File: src/design/rdd_pkg.sv
// Shared types and constants for the resource deadlock detector.
package rdd_pkg;

    localparam int PC_BITS       = 5;
    localparam int RC_BITS       = 4;
    localparam int CFG_IDX_BITS  = 1;
    localparam int CFG_DATA_BITS = 5;

    localparam logic [PC_BITS-1:0] PC_RESET = 5'd16;
    localparam logic [RC_BITS-1:0] RC_RESET = 4'd8;

    localparam logic [CFG_IDX_BITS-1:0] CFG_PROCESS_COUNT  = 1'b0;
    localparam logic [CFG_IDX_BITS-1:0] CFG_RESOURCE_COUNT = 1'b1;

    typedef enum logic [1:0] {
        ACT_LOAD_HELD   = 2'd0,
        ACT_LOAD_WANTED = 2'd1,
        ACT_LOAD_FREE   = 2'd2,
        ACT_RUN         = 2'd3
    } action_t;

    typedef struct packed {
        action_t     action;
        logic [3:0]  process_index;
        logic [2:0]  resource_index;
        logic [15:0] amount;
    } rdd_in_t;

    typedef struct packed {
        logic       deadlocked;
        logic [3:0] process_id;
        logic       last;
    } rdd_out_t;

    typedef enum logic [2:0] {
        ST_IDLE,
        ST_START,
        ST_PROC,
        ST_FIT_RD,
        ST_FIT_CMP,
        ST_REL_RD,
        ST_REL_ADD,
        ST_EMIT
    } rdd_state_t;

endpackage

File: src/design/rdd_matrix.sv
// Allocation and request matrix storage with one write port and one registered read port.
module rdd_matrix #(
    parameter int DEPTH     = 128,
    parameter int AW        = 7,
    parameter int UNIT_BITS = 16
) (
    input  logic                 aclk,
    input  logic                 held_we,
    input  logic                 wanted_we,
    input  logic [AW-1:0]        wr_addr,
    input  logic [UNIT_BITS-1:0] wr_data,
    input  logic [AW-1:0]        rd_addr,
    output logic [UNIT_BITS-1:0] held_q,
    output logic [UNIT_BITS-1:0] wanted_q
);

    logic [UNIT_BITS-1:0] held_mem   [DEPTH];
    logic [UNIT_BITS-1:0] wanted_mem [DEPTH];

    always_ff @(posedge aclk) begin
        if (held_we) begin
            held_mem[wr_addr] <= wr_data;
        end
        held_q <= held_mem[rd_addr];
    end

    always_ff @(posedge aclk) begin
        if (wanted_we) begin
            wanted_mem[wr_addr] <= wr_data;
        end
        wanted_q <= wanted_mem[rd_addr];
    end

endmodule

File: src/design/resource_deadlock_detector.sv
// Top level of the resource deadlock detector: sequencer, work vector and result register.
//
//   channel   direction  handshake               payload
//   s_        in         s_valid / s_ready       rdd_in_t  (action, indexes, amount)
//   m_        out        m_valid / m_ready       rdd_out_t (deadlocked, process_id, last)
//   cfg_      in         cfg_we, no wait         cfg_index, cfg_data
//
// A load transfer leaves the block idle, so it stays ready for another transfer.
// A run transfer starts with a setup step (ST_START). Each pass then visits every
// process row (ST_PROC), compares each resource of an unfinished row (ST_FIT_RD, then
// ST_FIT_CMP), releases each resource of a row that fits (ST_REL_RD, then ST_REL_ADD),
// all through the single matrix read port; passes repeat until one marks no process
// finished. Reporting walks the rows in turn and then gives the final result.
// Reset is synchronous on aresetn low and needs no clearing pass.
// Results wait in the output register while m_ready is low; the walk then stalls at an unfinished process.
module resource_deadlock_detector #(
    parameter int MAX_PROCS = 16,
    parameter int MAX_RES   = 8,
    parameter int UNIT_BITS = 16
) (
    input  logic                                 aclk,
    input  logic                                 aresetn,
    input  logic                                 s_valid,
    output logic                                 s_ready,
    input  rdd_pkg::rdd_in_t                     s_data,
    output logic                                 m_valid,
    input  logic                                 m_ready,
    output rdd_pkg::rdd_out_t                    m_data,
    input  logic                                 cfg_we,
    input  logic [rdd_pkg::CFG_IDX_BITS-1:0]     cfg_index,
    input  logic [rdd_pkg::CFG_DATA_BITS-1:0]    cfg_data
);

    import rdd_pkg::*;

    // Work counters are four bits wider than a unit count and saturate.
    localparam int WORK_BITS = UNIT_BITS + 4;
    localparam int SUM_BITS  = WORK_BITS + 1;
    localparam int DEPTH     = MAX_PROCS * MAX_RES;
    localparam int AW        = (DEPTH > 1) ? $clog2(DEPTH) : 1;
    localparam int PW        = $clog2(MAX_PROCS + 1);
    localparam int PIW       = $clog2(MAX_PROCS);
    localparam int KW        = $clog2(MAX_RES + 1);
    localparam int RIW       = (MAX_RES > 1) ? $clog2(MAX_RES) : 1;
    localparam int PCW       = (PW > PC_BITS) ? PW : PC_BITS;
    localparam int RCW       = (KW > RC_BITS) ? KW : RC_BITS;

    rdd_state_t state_reg, state_next;

    logic [PC_BITS-1:0]   process_count_reg;
    logic [RC_BITS-1:0]   resource_count_reg;

    logic [UNIT_BITS-1:0] free_reg [MAX_RES];
    logic [WORK_BITS-1:0] work_reg [MAX_RES];
    logic [MAX_PROCS-1:0] done_reg;

    logic [PW-1:0]        proc_reg;
    logic [KW-1:0]        k_reg;
    logic [AW-1:0]        base_reg;
    logic                 progress_reg;
    logic                 pend_valid_reg;
    logic [PIW-1:0]       pend_id_reg;
    logic                 m_valid_reg;
    rdd_out_t             m_data_reg;

    logic [PW-1:0]        np;
    logic [KW-1:0]        nr;
    logic                 proc_at_end;
    logic                 k_at_end;
    logic                 done_cur;
    logic [WORK_BITS-1:0] work_cur;
    logic                 too_big;
    logic [SUM_BITS-1:0]  sum;
    logic [WORK_BITS-1:0] sum_sat;
    logic                 out_free;
    logic                 push;
    rdd_out_t             push_data;

    logic                 accept;
    logic                 row_ok;
    logic                 col_ok;
    logic                 held_we;
    logic                 wanted_we;
    logic [AW-1:0]        wr_addr;
    logic [UNIT_BITS-1:0] wr_data;
    logic [AW-1:0]        rd_addr;
    logic [UNIT_BITS-1:0] held_q;
    logic [UNIT_BITS-1:0] wanted_q;

    // Effective counts: a configured count above the array size uses the array size.
    always_comb begin
        if (PCW'(process_count_reg) > PCW'(MAX_PROCS)) begin
            np = PW'(MAX_PROCS);
        end else begin
            np = PW'(process_count_reg);
        end
        if (RCW'(resource_count_reg) > RCW'(MAX_RES)) begin
            nr = KW'(MAX_RES);
        end else begin
            nr = KW'(resource_count_reg);
        end
    end

    assign proc_at_end = (proc_reg == np);
    assign k_at_end    = (k_reg == nr);
    assign done_cur    = done_reg[proc_reg[PIW-1:0]];
    assign work_cur    = work_reg[k_reg[RIW-1:0]];

    // The one shared compare and saturating adder of the sweep.
    assign too_big = WORK_BITS'(wanted_q) > work_cur;
    assign sum     = SUM_BITS'(work_cur) + SUM_BITS'(held_q);
    assign sum_sat = sum[WORK_BITS] ? '1 : sum[WORK_BITS-1:0];

    assign out_free = !m_valid_reg || m_ready;

    // Load transfers go straight into storage; loads with an index beyond the arrays
    // are dropped.
    assign accept    = s_valid && s_ready;
    assign row_ok    = int'(s_data.process_index) < MAX_PROCS;
    assign col_ok    = int'(s_data.resource_index) < MAX_RES;
    assign held_we   = accept && (s_data.action == ACT_LOAD_HELD) && row_ok && col_ok;
    assign wanted_we = accept && (s_data.action == ACT_LOAD_WANTED) && row_ok && col_ok;
    assign wr_addr   = AW'(int'(s_data.process_index) * MAX_RES
                           + int'(s_data.resource_index));
    assign wr_data   = UNIT_BITS'(s_data.amount);
    assign rd_addr   = base_reg + AW'(k_reg);

    rdd_matrix #(
        .DEPTH     (DEPTH),
        .AW        (AW),
        .UNIT_BITS (UNIT_BITS)
    ) u_matrix (
        .aclk      (aclk),
        .held_we   (held_we),
        .wanted_we (wanted_we),
        .wr_addr   (wr_addr),
        .wr_data   (wr_data),
        .rd_addr   (rd_addr),
        .held_q    (held_q),
        .wanted_q  (wanted_q)
    );

    // Next state of the sequencer.
    always_comb begin
        state_next = state_reg;
        unique case (state_reg)
            ST_IDLE: begin
                if (s_valid && (s_data.action == ACT_RUN)) begin
                    state_next = ST_START;
                end
            end
            ST_START: begin
                state_next = ST_PROC;
            end
            ST_PROC: begin
                if (proc_at_end) begin
                    state_next = progress_reg ? ST_PROC : ST_EMIT;
                end else if (!done_cur) begin
                    state_next = ST_FIT_RD;
                end
            end
            ST_FIT_RD: begin
                state_next = k_at_end ? ST_REL_RD : ST_FIT_CMP;
            end
            ST_FIT_CMP: begin
                state_next = too_big ? ST_PROC : ST_FIT_RD;
            end
            ST_REL_RD: begin
                state_next = k_at_end ? ST_PROC : ST_REL_ADD;
            end
            ST_REL_ADD: begin
                state_next = ST_REL_RD;
            end
            ST_EMIT: begin
                if (proc_at_end && out_free) begin
                    state_next = ST_IDLE;
                end
            end
            default: begin
                state_next = ST_IDLE;
            end
        endcase
    end

    // Sequencer outputs. While reporting, one unfinished process is held back so
    // that the last flag can be set on it once the walk reaches the end.
    always_comb begin
        s_ready   = 1'b0;
        push      = 1'b0;
        push_data = '0;
        unique case (state_reg)
            ST_IDLE: begin
                s_ready = 1'b1;
            end
            ST_EMIT: begin
                if (proc_at_end) begin
                    push                 = out_free;
                    push_data.deadlocked = pend_valid_reg;
                    push_data.process_id = pend_valid_reg ? 4'(pend_id_reg) : 4'd0;
                    push_data.last       = 1'b1;
                end else if (!done_cur && pend_valid_reg) begin
                    push                 = out_free;
                    push_data.deadlocked = 1'b1;
                    push_data.process_id = 4'(pend_id_reg);
                    push_data.last       = 1'b0;
                end
            end
            default: begin
                s_ready = 1'b0;
            end
        endcase
    end

    // Control registers.
    always_ff @(posedge aclk) begin
        if (!aresetn) begin
            state_reg          <= ST_IDLE;
            process_count_reg  <= PC_RESET;
            resource_count_reg <= RC_RESET;
            progress_reg       <= 1'b0;
            pend_valid_reg     <= 1'b0;
            m_valid_reg        <= 1'b0;
        end else begin
            state_reg <= state_next;
            if (cfg_we) begin
                unique case (cfg_index)
                    CFG_PROCESS_COUNT:  process_count_reg  <= cfg_data[PC_BITS-1:0];
                    CFG_RESOURCE_COUNT: resource_count_reg <= cfg_data[RC_BITS-1:0];
                    default: begin
                    end
                endcase
            end
            if (push) begin
                m_valid_reg <= 1'b1;
            end else if (m_ready) begin
                m_valid_reg <= 1'b0;
            end
            unique case (state_reg)
                ST_START: begin
                    progress_reg   <= 1'b0;
                    pend_valid_reg <= 1'b0;
                end
                ST_PROC: begin
                    if (proc_at_end) begin
                        progress_reg <= 1'b0;
                    end
                end
                ST_REL_RD: begin
                    if (k_at_end) begin
                        progress_reg <= 1'b1;
                    end
                end
                ST_EMIT: begin
                    if (!proc_at_end && !done_cur && (!pend_valid_reg || out_free)) begin
                        pend_valid_reg <= 1'b1;
                    end
                end
                default: begin
                end
            endcase
        end
    end

    // Datapath: counters, work vector, finished marks and the available vector.
    always_ff @(posedge aclk) begin
        if (accept && (s_data.action == ACT_LOAD_FREE) && col_ok) begin
            free_reg[RIW'(s_data.resource_index)] <= wr_data;
        end
        if (push) begin
            m_data_reg <= push_data;
        end
        unique case (state_reg)
            ST_START: begin
                for (int i = 0; i < MAX_RES; i++) begin
                    work_reg[i] <= WORK_BITS'(free_reg[i]);
                end
                done_reg <= '0;
                proc_reg <= '0;
                base_reg <= '0;
            end
            ST_PROC: begin
                k_reg <= '0;
                if (proc_at_end) begin
                    proc_reg <= '0;
                    base_reg <= '0;
                end else if (done_cur) begin
                    proc_reg <= proc_reg + 1'b1;
                    base_reg <= base_reg + AW'(MAX_RES);
                end
            end
            ST_FIT_RD: begin
                if (k_at_end) begin
                    k_reg <= '0;
                end
            end
            ST_FIT_CMP: begin
                if (too_big) begin
                    proc_reg <= proc_reg + 1'b1;
                    base_reg <= base_reg + AW'(MAX_RES);
                end else begin
                    k_reg <= k_reg + 1'b1;
                end
            end
            ST_REL_RD: begin
                if (k_at_end) begin
                    done_reg[proc_reg[PIW-1:0]] <= 1'b1;
                    proc_reg <= proc_reg + 1'b1;
                    base_reg <= base_reg + AW'(MAX_RES);
                end
            end
            ST_REL_ADD: begin
                work_reg[k_reg[RIW-1:0]] <= sum_sat;
                k_reg <= k_reg + 1'b1;
            end
            ST_EMIT: begin
                if (!proc_at_end) begin
                    if (done_cur) begin
                        proc_reg <= proc_reg + 1'b1;
                    end else if (!pend_valid_reg || out_free) begin
                        pend_id_reg <= proc_reg[PIW-1:0];
                        proc_reg    <= proc_reg + 1'b1;
                    end
                end
            end
            default: begin
            end
        endcase
    end

    assign m_valid = m_valid_reg;
    assign m_data  = m_data_reg;

endmodule
File: config.mk
export PLATFORM = sky130hd
export DESIGN_NAME = resource_deadlock_detector
export DESIGN_NICKNAME = d
export VERILOG_FILES = /design/src/design/rdd_pkg.sv /design/src/design/rdd_matrix.sv /design/src/design/resource_deadlock_detector.sv
export SDC_FILE = /design/constraint.sdc
export NUM_CORES = 2
export LEC_CHECK = 0
export BUFFER_PORTS_ARGS = -buffer_cell sky130_fd_sc_hd__buf_2
export CAP_MARGIN = 5
export CORE_UTILIZATION = 55
export CTS_CLUSTER_SIZE = 30
export DETAILED_ROUTE_END_ITERATION = 10
export GPL_TIMING_DRIVEN = 0
export PLACE_DENSITY_LB_ADDON = 0.15
export SETUP_SLACK_MARGIN = 0.1
export SYNTH_ARGS = -nofsm -noshare
export SYNTH_HDL_FRONTEND = slang
export SYNTH_MEMORY_MAX_BITS = 65536
export SYNTH_SLANG_ARGS = --single-unit
File: constraint.sdc
create_clock -name aclk -period 5.6 [get_ports aclk]
set_clock_uncertainty 0.2 [all_clocks]
set_input_delay 0.84 -clock aclk [delete_from_list [all_inputs] [get_ports aclk]]
set_output_delay 0.84 -clock aclk [all_outputs]
set_load 0.05 [all_outputs]
* Word-level counts from Yosys, hierarchy flattened
Memory sizes are Yosys's and may differ from the RTL's. A register that Yosys moved wholly into a read port is not among the register bits. Index checks and enable logic that the tools add are counted.
Storage, ports and cells: flip-flop bits (word level) 57, RAM bits 4384, input bits 36, output and inout port bits 8, logic and storage cells 155, memories 4
Operators by class: $add $sub $neg 6, $lt $le $gt $ge 5, eq/ne operators 24, mux-type cells 62, bitwise gates (word level) 4, reduce and logical (&&, ||, !) cells 36
Memories:
- u_matrix.held_mem | depth 128, width 16, read ports 1, clocked after Yosys merged registers in 1, write ports 1, RTL line rdd_matrix.sv:17 | logic [UNIT_BITS-1:0] held_mem [DEPTH];
- u_matrix.wanted_mem | depth 128, width 16, read ports 1, clocked after Yosys merged registers in 1, write ports 1, RTL line rdd_matrix.sv:18 | logic [UNIT_BITS-1:0] wanted_mem [DEPTH];
- work_reg | depth 8, width 20, read ports 1, clocked after Yosys merged registers in 1, write ports 8, RTL line resource_deadlock_detector.sv:54 | logic [WORK_BITS-1:0] work_reg [MAX_RES];
- free_reg | depth 8, width 16, read ports 8, clocked after Yosys merged registers in 0, write ports 1, RTL line resource_deadlock_detector.sv:53 | logic [UNIT_BITS-1:0] free_reg [MAX_RES];
Operators with widths (number):
- 2-to-1 mux 20 bit | 2
- 2-to-1 mux 5 bit | 8
- one-hot mux 16 bit (2 select lines) | 1
- 2-to-1 mux 7 bit | 4
- one-hot mux 7 bit (4 select lines) | 1
- one-hot mux 5 bit (5 select lines) | 1
- 2-to-1 mux 1 bit | 24
- 2-to-1 mux 3 bit | 8
- one-hot mux 3 bit (8 select lines) | 1
- adder 20 x 16 -> 21 bit | 1
- greater-than comparator 16 x 20 -> 1 bit | 1
- OR reduction 20 bit | 1
- != test 2 bit (second input constant) | 9
- 2-to-1 mux 16 bit | 1
- 2-to-1 mux 4 bit | 4
- bitwise OR 16 bit | 1
- one-hot mux 4 bit (4 select lines) | 1
- == test 3 bit (second input constant) | 4
- 2-to-1 mux 6 bit | 2
- logical AND 1 bit | 10
- != test 3 bit (second input constant) | 3
- AND reduction 3 bit | 3
- AND reduction 2 bit | 4
- AND reduction 4 bit | 2
- other kinds (29) | 40

* Longest topological paths before layout
depth in word-level cells 8, mapped depth 15, mapped depth without buffers 11

* By module
From an unflattened synthesis, not the netlist that was laid out.
Second synthesis, totals: cells, all modules 7336, area, all modules 172576.8 µm²
Modules (own cells, without submodules):
- rdd_matrix | times used 1, cells an instance 6139, area an instance 156831.7 µm², sequential area each 123638.6 µm²
- resource_deadlock_detector | times used 1, cells an instance 1197, area an instance 15745.1 µm², sequential area each 10179.8 µm²

* Worst setup path before layout
No wires, ideal clock.
kind reg2reg, start register (tool-made name), end memory work_reg[7][17] in the netlist's numbering (data pin), library setup time 266 ps, arrival 4463 ps, data required time 5134 ps, slack 671 ps, cell stages (with the launch flop) 15, buffers on the path 3, clock period less this slack 4929 ps, path through dfxtp_1 -> clkbuf_1 -> buf_1 -> mux4_2 -> mux2_2 -> ha_1 -> fa_1 -> a21oi_1 -> nor2_1 -> o41a_1 -> a311oi_2 -> nor3b_2 -> buf_6 -> o21bai_2 -> nor2_1
RTL lines (RTL line):
- to (decl) | resource_deadlock_detector.sv:54

* Worst setup path after layout
start register k_reg[2], end register u_matrix.held_q[0], read port of u_matrix.held_mem
Between the ends: word-level cells in the longest chain between the ends 1
RTL lines:
- from (decl) | RTL line resource_deadlock_detector.sv:58 | logic [KW-1:0] k_reg;
- from (signal assigned) | RTL line resource_deadlock_detector.sv:301 | k_reg <= k_reg + 1'b1;
- from (signal assigned) | RTL line resource_deadlock_detector.sv:313 | k_reg <= k_reg + 1'b1;
- adder 7 x 4 -> 7 bit | RTL line resource_deadlock_detector.sv:126 | assign rd_addr = base_reg + AW'(k_reg);
- to (decl) | RTL line rdd_matrix.sv:13 | output logic [UNIT_BITS-1:0] held_q,
Every way passes these cells. A chain may end at the register's enable or synchronous reset.

==> run_results.csv <==
group,metric,value,unit
outcome,run_status,"finished with violations",
outcome,failed_checks,"design-rule violations, negative setup slack",
placed_design,postPlaceCellArea,0.184,mm2
placed_design,place_ws,-0.907,ns
synth,syn_avg_cell_area,22.5,um2
cts,clockBufferDepth,4,
grt,gr-total-overflow,0,
synth,synth_top_area_share,76.9,%
sta,hold_viol_final,0,
synth,synthTopCellsByArea,"edfxtp_1 77%, mux4_2 17%, nor2_1 0.80%, dfxtp_1 0.58%, inv_1 0.56%",
grt,first_global_vias,85200,
setup_path,cp_slowest_cell,"clkbuf_1",
synth,synth_nets,7742,
setup_path,path_max_fanout,10,
pwr,irDropWorstVdd,0.000358,V
floorplan,fp.dieW,562,um
pwr,pwr-share-comb,26.7,%
pwr,seqPwrFrac,41.3,%
placed_design,hpwl,340000,um
synth,synth_largest_area_cell,"edfxtp_1",
floorplan,io-pin-count,44,
grt,gr-usage-all-layers,32.0,%
sta,rsz0062_at_grt,"yes",
run,drv_cap,0,
placed_design,place_congestion,1.18,
pwr,p_leak,63.1,nW
worst_hold_path,hold_path.class,"primary input to register",
sta,setup_slack,-0.0601,ns
sta,layout_min_cycle_time,5.66,ns
placed_design,numPortBuffers,39,
synth,ys.flop_type,"edfxtp_1",
synth,ys_ff_latch,4473,
routing,vias,87700,
routing,viasPerCell,6.74,
sta,slew_headroom,1.83,%
cts,clock-sinks,4473,
cts,clkLatencyLatePin,1.02,ns
cts,path_clk_slew,0.07,ns
floorplan,die_area,0.316,mm2
grt,grt_pass1_wl,689000,um
sta,fin_crit_sh,101,%
floorplan,start_util,55.3,%
sta,slew_violations,0,
pwr,internal-power,0.0627,W
grt,antenna_found_initial,48,
final_layout,layout-drive-gt1-share,31.2,%
cts,htreeDepth,5,
final_layout,design_area,0.199,mm2
cts,cts_tree,"done",
routing,ant_nets,0,
grt,grt_max_degree,157,
synth,yosysUniqueCellTypes,61,
pwr,p_clk_share,32.0,%
synth,seq_area_frac_synth,77.5,%
synth,ys.warnings.count,0,
pwr,p_per_area,461,mW/mm2
floorplan,rows,205,
setup_path,critPathCaptureType,"register",
synth,synth.most_common_cell,"edfxtp_1",
sta,max_freq,177,MHz
setup_path,crit_arrival,6.26,ns
sta,tightest_slew,1.47,ns
final_layout,area.sequential,0.134,mm2
final_layout,synthToLayoutAreaGrowth,15.2,%
floorplan,die_h,562,um
synth,syn_inst,7666,
setup_path,cp_cell_sequence,"buf_2 -> clkbuf_1 -> clkbuf_1 -> mux4_2 -> mux4_2 -> inv_1 -> o22ai_1 -> or4_1",
final_layout,final_nets,8525,
setup_path,required,6.20,ns
routing,first_pass_iters,11,
setup_path,slowest_delay,1.05,ns
pwr,power_switching_share,31.6,%
routing,drt_wl_total,502000,um
routing,drc,3,
synth,syn_area,0.173,mm2
routing,drtIter0Drc,14800,
cts,cts_buffers,441,
setup_path,r2r_slack,-0.06,ns
floorplan,fp.coreArea,0.312,mm2
final_layout,fillCellCount,20400,
synth,synthArstFlopShare,0,%
final_layout,multiInputGateArea,0.0370,mm2
setup_path,worstSetupPathType,"register to register",
cts,cts-root-buf,"clkbuf_16",
synth,synth_edf_count,4423,
setup_path,critPathLaunchType,"register",
synth,netlist_top_cells_count,"4,423 x edfxtp_1, 1,324 x mux4_2, 369 x nor2_1",
sta,finalSetupViolations,6,
routing,detail_route.wl_per_cell,38.6,um
pwr,p_sw,0.0290,W
[path summary, 6_finish.rpt]
path         depth (start not counted)                                 end                               start
max reg2reg                          8          u_matrix.held_q[0]$_DFF_P_                  k_reg[2]$_DFFE_PP_
min reg2reg                          2  resource_count_reg[2]$_SDFFE_PN0P_  resource_count_reg[2]$_SDFFE_PN0P_
min                                  1  u_matrix.held_mem[7][12]$_DFFE_PP_                          s_data[12]
max                                  8          u_matrix.held_q[0]$_DFF_P_                  k_reg[2]$_DFFE_PP_
[cell families (layout without fill, tap and decap cells)]
kind of cell	Yosys count	in the layout	share of synthesized area [%]
AO/OA/AOI/OAI	384	384	1.31
XOR/XNOR	24	24	0.122
adder cells (fa/ha/maj)	40	40	0.294
buffers and inverters	686	1850	1.60
flip-flops	4473	4473	77.5
multiplexers	1358	1358	17.5
other	0	36	0
AND/OR/NAND/NOR	701	701	1.75
[what timing repair did]
action / in CTS / in global routing
endpoints found under the setup margin: 404 / 685
pin swaps: 0 / 3
buffers inserted: 0 / 6
hold buffers: 12 / 0
resized for setup: 34 / 28
endpoints found under the hold margin: 38 / 0
cloned: 0 / 0
[power by group through the flow]
| stage | Clock (W) | Combinational [W] | Sequential, W |
|---|---|---|---|
| after floorplan | 0 | 0.0132 | 0.0384 |
| after global placement | 0 | 0.0231 | 0.0387 |
| after detailed placement | 0 | 0.0234 | 0.0385 |
| after CTS | 0.0295 | 0.0236 | 0.0378 |
| after global routing | 0.0307 | 0.0251 | 0.0379 |
| final | 0.0294 | 0.0244 | 0.0379 |
[worst max-delay path, delay by kind of cell, from the launching register on]
family                 cells  cell delay, ns
muxes                      2            0.94
and+or+nand+nor            1            0.73
buffers and inverters      4            2.77
DFF                        1            0.44
AOI/OAI and AO/OA          1            0.32
[metal layers]
metal | share of wire (%) | global-route usage [%] | vias up
met1 | 37 | 45.5 | 46800
met3 | 12 | 8.51 | 967
met4 | 4.8 | 13.3 | 20
met2 | 45 | 47.7 | 6124
met5 | 0.034 | 0 | -
li1 | - | - | 33800
[cell usage in the layout (no fill, tap or decap), drive strengths merged, types with 36 or more instances in the layout]
master	count
ha	39
buf	480
clkbuf	791
o21ai	135
bufinv	41
diode	36
clkinv	243
nor2	378
a21oi	59
o22ai	131
mux4	1324
edfxtp	4423
inv	270
dfxtp	50
nand2	183
[metrics by stage]
stage | utilization (%) | setup TNS (ns) | hold slack [ns] | cells | power [W]
2_1_floorplan | - | 0 | 0.248 | 7666 | 0.0516
3_3_place_gp | 57.1 | -2148.75 | 0.302 | 11800 | 0.0617
3_5_place_dp | 59.0 | -122.81 | 0.302 | 12100 | 0.0620
4_1_cts | 63.7 | 0 | 0.00923 | 13000 | 0.0910
5_1_grt | 63.7 | 0 | 0.0584 | 13000 | 0.0937
6_report | 63.7 | -0.212 | 0.0220 | 13000 | 0.0917
[final cells by class]
cell class | count | share of cell area (%)
Antenna cell | 36 | 0.0453
Clock inverter | 283 | 1.33
Inverter | 282 | 0.532
Sequential cell | 4473 | 67.3
Tap cell | 4140 | 2.60
Multi-Input combinational cell | 2507 | 18.6
Timing Repair Buffer | 340 | 2.93
Buffer | 404 | 0.896
Clock buffer | 541 | 5.82
No activity file was read; power rests on OpenSTA's default activity.
